`src/rtl/core/linear_regression_gradient_descent_top_assert.svh`:
```
// assertion macros for the line fit block
// used by the top level; expects clk and rst_n in scope
`ifndef LINEAR_REGRESSION_GRADIENT_DESCENT_TOP_ASSERT_SVH
`define LINEAR_REGRESSION_GRADIENT_DESCENT_TOP_ASSERT_SVH

// same-cycle implication
`define LRGD_ASSERT_IMP(label, ante, cons, msg) \
  label: assert property (@(posedge clk) disable iff (!rst_n) (ante) |-> (cons)) \
    else $error(msg);

// next-cycle implication
`define LRGD_ASSERT_NXT(label, ante, cons, msg) \
  label: assert property (@(posedge clk) disable iff (!rst_n) (ante) |=> (cons)) \
    else $error(msg);

`endif

```
`src/rtl/core/lrgd_pkg.sv`:
```
// shared constants and types for the line fit block
// no dependencies
package lrgd_pkg;

  localparam int MAX_SAMPLES = 1024;
  localparam int ADDR_W      = $clog2(MAX_SAMPLES);
  localparam int CNT_W       = $clog2(MAX_SAMPLES + 1);
  localparam int DIV_W       = 64;
  localparam int DIV_CNT_W   = $clog2(DIV_W + 1);
  localparam int CFG_IDX_W   = 3;

  localparam logic [31:0] RST_PRICE_MIN  = 32'd939272602;
  localparam logic [31:0] RST_RANGE_RECIP = 32'd17272;
  localparam logic [31:0] RST_RATE       = 32'd858993;
  localparam logic [15:0] RST_EPOCHS     = 16'd1000;
  localparam logic [31:0] RST_INIT_ICPT  = 32'd1677722;
  localparam logic [31:0] RST_INIT_SLOPE = 32'd1677722;

  typedef enum logic [CFG_IDX_W-1:0] {
    CFG_PRICE_MIN   = 3'd0,
    CFG_RANGE_RECIP = 3'd1,
    CFG_RATE        = 3'd2,
    CFG_EPOCHS      = 3'd3,
    CFG_INIT_ICPT   = 3'd4,
    CFG_INIT_SLOPE  = 3'd5
  } cfg_idx_t;

  typedef enum logic [3:0] {
    S_LOAD,
    S_DRAIN,
    S_EPOCH,
    S_SCAN,
    S_FLUSH,
    S_DIV_GO,
    S_DIV_WAIT,
    S_MUL_HI,
    S_MUL_LO,
    S_APPLY,
    S_DONE
  } state_t;

  typedef enum logic [1:0] {
    SEL_ICPT,
    SEL_SLOPE,
    SEL_MSE
  } sel_t;

  typedef struct packed {
    logic busy;
    logic done;
  } div_stat_t;

endpackage

```
`src/rtl/core/lrgd_div.sv`:
```
// bit-serial unsigned divider, 64-bit dividend by sample count
// depends on lrgd_pkg
module lrgd_div (
  input  logic                          clk,
  input  logic                          rst_n,
  input  logic                          start,
  input  logic [lrgd_pkg::DIV_W-1:0]    dividend,
  input  logic [lrgd_pkg::CNT_W-1:0]    divisor,
  output logic [lrgd_pkg::DIV_W-1:0]    quotient,
  output lrgd_pkg::div_stat_t           stat
);

  logic [lrgd_pkg::CNT_W-1:0]     rem_r;
  logic [lrgd_pkg::DIV_W-1:0]     quo_r;
  logic [lrgd_pkg::CNT_W-1:0]     dvs_r;
  logic [lrgd_pkg::DIV_CNT_W-1:0] cnt_r;
  logic                           busy_r;
  logic                           done_r;
  logic [lrgd_pkg::CNT_W:0]       trial;
  logic                           fits;

  assign trial = {rem_r, quo_r[lrgd_pkg::DIV_W-1]};
  assign fits  = trial >= {1'b0, dvs_r};

  always_ff @(posedge clk) begin
    if (!rst_n) begin
      busy_r <= 1'b0;
      done_r <= 1'b0;
      cnt_r  <= '0;
    end else begin
      done_r <= 1'b0;
      if (start) begin
        busy_r <= 1'b1;
        cnt_r  <= lrgd_pkg::DIV_CNT_W'(lrgd_pkg::DIV_W);
      end else if (busy_r) begin
        cnt_r <= cnt_r - lrgd_pkg::DIV_CNT_W'(1);
        if (cnt_r == lrgd_pkg::DIV_CNT_W'(1)) begin
          busy_r <= 1'b0;
          done_r <= 1'b1;
        end
      end
    end
  end

  always_ff @(posedge clk) begin
    if (start) begin
      quo_r <= dividend;
      rem_r <= '0;
      dvs_r <= divisor;
    end else if (busy_r) begin
      quo_r <= {quo_r[lrgd_pkg::DIV_W-2:0], fits};
      rem_r <= fits ? lrgd_pkg::CNT_W'(trial - {1'b0, dvs_r})
                    : trial[lrgd_pkg::CNT_W-1:0];
    end
  end

  assign quotient  = quo_r;
  assign stat.busy = busy_r;
  assign stat.done = done_r;

endmodule

```
`config.mk`:
```
export PLATFORM = sky130hd
export DESIGN_NAME = lrgd_div
export DESIGN_NICKNAME = d
export VERILOG_FILES = /design/src/rtl/core/linear_regression_gradient_descent_top_assert.svh /design/src/rtl/core/lrgd_pkg.sv /design/src/rtl/core/lrgd_div.sv
export SDC_FILE = /design/constraint.sdc
export NUM_CORES = 1
export LEC_CHECK = 0
export ABC_AREA = 0
export BUFFER_PORTS_ARGS = -buffer_cell sky130_fd_sc_hd__buf_2
export CAP_MARGIN = 20
export CORE_MARGIN = 2
export CORE_UTILIZATION = 51
export DETAILED_ROUTE_END_ITERATION = 8
export GPL_TIMING_DRIVEN = 1
export PLACE_DENSITY = 0.8
export SLEW_MARGIN = 20
export SYNTH_ARGS = -nofsm -noshare
export SYNTH_HDL_FRONTEND = slang
export SYNTH_SLANG_ARGS = --single-unit
```
`constraint.sdc`:
```
create_clock -name clk -period 2.9 [get_ports clk]
set_clock_uncertainty 0.1 [all_clocks]
set_input_delay 0.29 -clock clk [delete_from_list [all_inputs] [get_ports clk]]
set_output_delay 0.29 -clock clk [all_outputs]
set_load 0.01 [all_outputs]
```
* Word level (Yosys, flattened, before mapping)
Index checks and enable logic that the tools add are counted.
Widths: inputs -> output; s select.
** Operators by class
- $add $sub $neg :: 2
- $lt $le $gt $ge :: 1
- Equality and inequality tests :: 1
- Mux-type cells :: 9
- Bitwise logic cells :: 2
- Reduce and logical (&&, ||, !) cells :: 3
** Operator list (count)
- $mux 64 :: 2
- $mux 7 :: 2
- $ge 12x11->1 :: 1
- $mux 11 :: 1
- $sub 11x11->11 :: 1
- $eq 7x1->1 const B :: 1
- $sub 7x1->7 const B :: 1
- $mux 1 :: 4
- $reduce_or 3->1 :: 1
- $not 1->1 :: 2
- $reduce_bool 2->1 :: 1
- $reduce_or 2->1 :: 1
** Word-level totals
- Register bits :: 95
- Input bits :: 78
- Output and inout bits :: 66
- Logic and storage cells :: 25

* Longest topological paths before layout
- Depth after elaboration :: 4
- Mapped depth :: 10
- Depth with buffers taken out :: 9

* Least setup slack after synthesis
OpenSTA, ideal clock, no wires.
- Path type :: input to register
- From :: in start
- To :: reg quo_r (netlist bit quotient[0]), enable pin
- Setup time :: 424 ps
- Data arrival time :: 2129 ps
- Data required time :: 2376 ps
- Path slack :: 248 ps
- Stages on the path :: 3
- Buffers on the path :: 1
- Cell sequence :: buf_1 -> inv_1 -> nand2_1
** On the way
- Word-level cells in the longest chain between the ends :: 1
** Ends and longest elaborated chain
- start: declaration :: RTL line lrgd_div.sv:6 : input logic start,
- $reduce_bool 2->1 (no source line)
- end signal: assignment :: RTL line lrgd_div.sv:47 : quo_r <= dividend;
- end signal: assignment :: RTL line lrgd_div.sv:51 : quo_r <= {quo_r[lrgd_pkg::DIV_W-2:0], fits};
- end: declaration :: RTL line lrgd_div.sv:14 : logic [lrgd_pkg::DIV_W-1:0] quo_r;
Every way passes these cells.
A chain may end at the register's enable or synchronous reset.

* Worst setup path after layout
- From :: reg quo_r (netlist bit quotient[63])
- To :: reg quo_r (netlist bit quotient[0]) (data pin)
** On the way
- Word-level cells in the longest chain between the ends :: 3
** Ends and longest elaborated chain
- $ge 12x11->1 :: RTL line lrgd_div.sv:23 : assign fits = trial >= {1'b0, dvs_r};
- $mux 64 :: RTL line lrgd_div.sv:50 : end else if (busy_r) begin
- $mux 64 :: RTL line lrgd_div.sv:46 : if (start) begin
Every way passes these cells. The select of a mux whose other input is x is not followed.

==> run_results.csv <==
group,metric,value,unit
grt,grt_pass1_wl,15.7,mm
worst_setup_path,startpoint_type,"flip-flop",
placed_design,dp_hpwl,7.14,mm
floorplan,placementRows,34,
cells_and_area,layout.area.seq,2650,um^2
grt,antenna_found_initial,0,
worst_setup_path,end_kind,"flip-flop",
route,ant_nets,0,
cells_and_area,multi_input_area,1700,um^2
worst_setup_path,critPathBufInv,2,
clock_network,cts_tree,"yes",
clock_network,cts_sinks,95,
synthesis,syn_avg_cell_area,13.7,um^2
route,first_pass_iters,4,
route,vias_per_cell,5.32,
power_and_ir_drop,p_per_area,588,nW/um^2
cells_and_area,antenna_cells,0,
synthesis,yosysUniqueCellTypes,49,
worst_setup_path,path_max_fanout,7,
clock_network,numCtsBuffers,9,
timing,setup_tns,0,ns
synthesis,synth_area,4500,um^2
timing,min_period,2.56,ns
worst_setup_path,cp.arrival,2.58,ns
floorplan,die_h,98.0,um
worst_setup_path,crit_path_frequent_cell,"o21ai_2",
clock_network,clk_latency,0.36,ns
job,cap_violations,0,
route,drc,0,
worst_setup_path,crit_path_max_incr_delay,0.41,ns
placed_design,gp_congestion,0.867,
clock_network,h-tree-depth,3,
route,wl_per_cell,16.8,um
worst_setup_path,critPathSlowestCell,"edfxtp_1",
worst_setup_path,path_delay_family,"compound AO/OA/AOI/OAI gates",
synthesis,synth_async_sr_flop_share,0,%
floorplan,die_area,9590,um^2
clock_network,clkTransAtPathRegs,0.10,ns
cells_and_area,syn_to_final_growth,24.7,%
route,wirelength,9.93,mm
timing,worst_pin_slew,0.512,ns
min_path,hold_class,"in -> reg",
cells_and_area,drive_above_1_share,49.4,%
power_and_ir_drop,p_comb_share,20.8,%
synthesis,yosysTopAreaCell,"edfxtp_1",
clock_network,clockRootBuffer,"clkbuf_8",
clock_network,clock_path_buffers,2,
timing,finalHoldViolCount,0,
timing,setup_viol,0,
cells_and_area,nets,571,
floorplan,start_util,52.1,%
clock_network,cts_setup_buffers,0,
timing,relSlewSlack,65.7,%
worst_setup_path,crit_required,2.93,ns
worst_setup_path,path_class,"reg -> reg",
placed_design,port_buffers,143,
synthesis,netlist_top_cells_count,"edfxtp_1, mux2_2, nor2_1, dfxtp_1, inv_1",
timing,drv_slew,0,
clock_network,cts_resized,0,
route,drtIter0Drc,140,
power_and_ir_drop,internal_power,2370,uW
synthesis,syn_inst,328,
grt,grt_pass1_vias,3314,
synthesis,ys_ff_latch,95,
power_and_ir_drop,p_sw_share,28.1,%
grt,grt_overflow,0,
power_and_ir_drop,peakVddDrop,0.400,mV
synthesis,synth_edf_count,75,
worst_setup_path,crit_chain,"inv_1 > ha_1 > fa_1 > and2b_1 > o31a_1 > o21ai_2 > o21ai_2 > buf_4 > mux2_2",
cells_and_area,fillers,646,
floorplan,core,8640,um^2
timing,timing.final.crit_share,88.2,%
synthesis,ys_seq_area_share,58.9,%
floorplan,ios,144,
cells_and_area,final_core_util,65.0,%
route,vias,3150,
floorplan,die_w,98.0,um
timing,rsz0062_at_grt,"false",
power_and_ir_drop,p_switching,927,uW
synthesis,synth.most_common_cell,"edfxtp_1",
grt,grt_max_degree,87,
synthesis,synthesis.nets,420,
synthesis,synthTopCellsByArea,"edfxtp_1, mux2_2, dfxtp_1",
status,status,"finished clean",
synthesis,synth_warnings,0,
power_and_ir_drop,p_seq_share,51.7,%
power_and_ir_drop,clkPwrFrac,27.5,%
timing,max_freq,391,MHz
synthesis,netlist.area_leader.share,50.0,%
grt,track_usage,20.7,%
synthesis,ys.flop_type,"edfxtp_1",
power_and_ir_drop,p_leak,0.00235,uW
## layer usage
metal  vias to the layer above  GRT usage [%]  part of all wire (%)
met5                         -              0                     0
met4                         0           7.16                   1.1
met3                         9           6.59                   7.1
met2                       102           36.0                    51
met1                      1520           24.3                    40
li1                       1519              -                     -
## kinds of logic (layout without fill, tap and decap cells)
family,Yosys count,count (layout),synth area share [%]
buffers and inverters,34,190,3.33
AND/OR/NAND/NOR,59,59,6.56
flip-flops,95,95,58.9
multiplexers,71,71,17.6
XOR/XNOR,10,10,1.95
AO/OA/AOI/OAI,45,45,7.62
adder cells (fa/ha/maj),14,14,4.06
## state kept, by name (all words and copies together), names as in the netlist
| name | flops |
|---|---|
| cnt_r | 7 |
| busy_r | 1 |
| rem_r | 11 |
| dvs_r | 11 |
| quotient | 64 |
| done_r | 1 |
## per-stage QoR
step / setup slack, ns / total power [uW] / hold WS, ns / cell area (um^2) / cells
after floorplan: 0.248 / 2170 / 0.289 / 4500 / 328
after CTS: 0.349 / 3310 / 0.00249 / 5610 / 592
final: 0.343 / 3300 / 0.0147 / 5610 / 592
after global routing: 0.273 / 3440 / 0.00231 / 5610 / 592
after global placement: 0.447 / 2380 / 0.370 / 5340 / 569
after detailed placement: 0.367 / 2410 / 0.369 / 5340 / 569
## cell usage in the layout, fill, tap and decap left out, types with 3 or more instances in the layout
| cell | instances |
|---|---|
| nor2_1 | 21 |
| ha_1 | 13 |
| mux2i_1 | 7 |
| nand3_1 | 5 |
| o21ai_1 | 3 |
| a211oi_1 | 6 |
| nor3_1 | 3 |
| dlygate4sd3_1 | 7 |
| dfxtp_1 | 20 |
| buf_4 | 4 |
| a21oi_1 | 8 |
| nand2_1 | 11 |
| inv_1 | 18 |
| xnor2_1 | 8 |
| o21ai_0 | 7 |
| nand2b_1 | 4 |
| edfxtp_1 | 75 |
| clkbuf_8 | 9 |
| buf_2 | 142 |
| mux2_2 | 64 |
## cell type report
cell class                      instances  share of cell area (%)
Timing Repair Buffer                  155                    15.2
Multi-Input combinational cell        199                    30.3
Tap cell                              108                    2.41
Sequential cell                        95                    47.2
Clock inverter                          7                    1.40
Inverter                               19                    1.27
Clock buffer                            9                    2.21
## path summary, 6_finish.rpt
check	from	end	slack, ns	cells past startpoint
min	divisor[1]	dvs_r[1]	0.01	1
min reg2reg	cnt_r[0]	cnt_r[0]	0.40	2
max	quotient[63]	quotient[0]	0.34	9
max reg2reg	quotient[63]	quotient[0]	0.34	9
## power by group through the flow
stage          combinational (uW)  clock [uW]  sequential (uW)
2_1_floorplan                 393           0             1770
3_3_place_gp                  655           0             1730
3_5_place_dp                  680           0             1730
5_1_grt                       749         965             1720
6_report                      686         908             1710
4_1_cts                       690         917             1710
## what timing repair did
action	4_1_cts	5_1_grt
hold endpoints to repair	7	0
setup endpoints to repair	0	0
hold buffers	7	0
(Power assumes the default switching activity.)
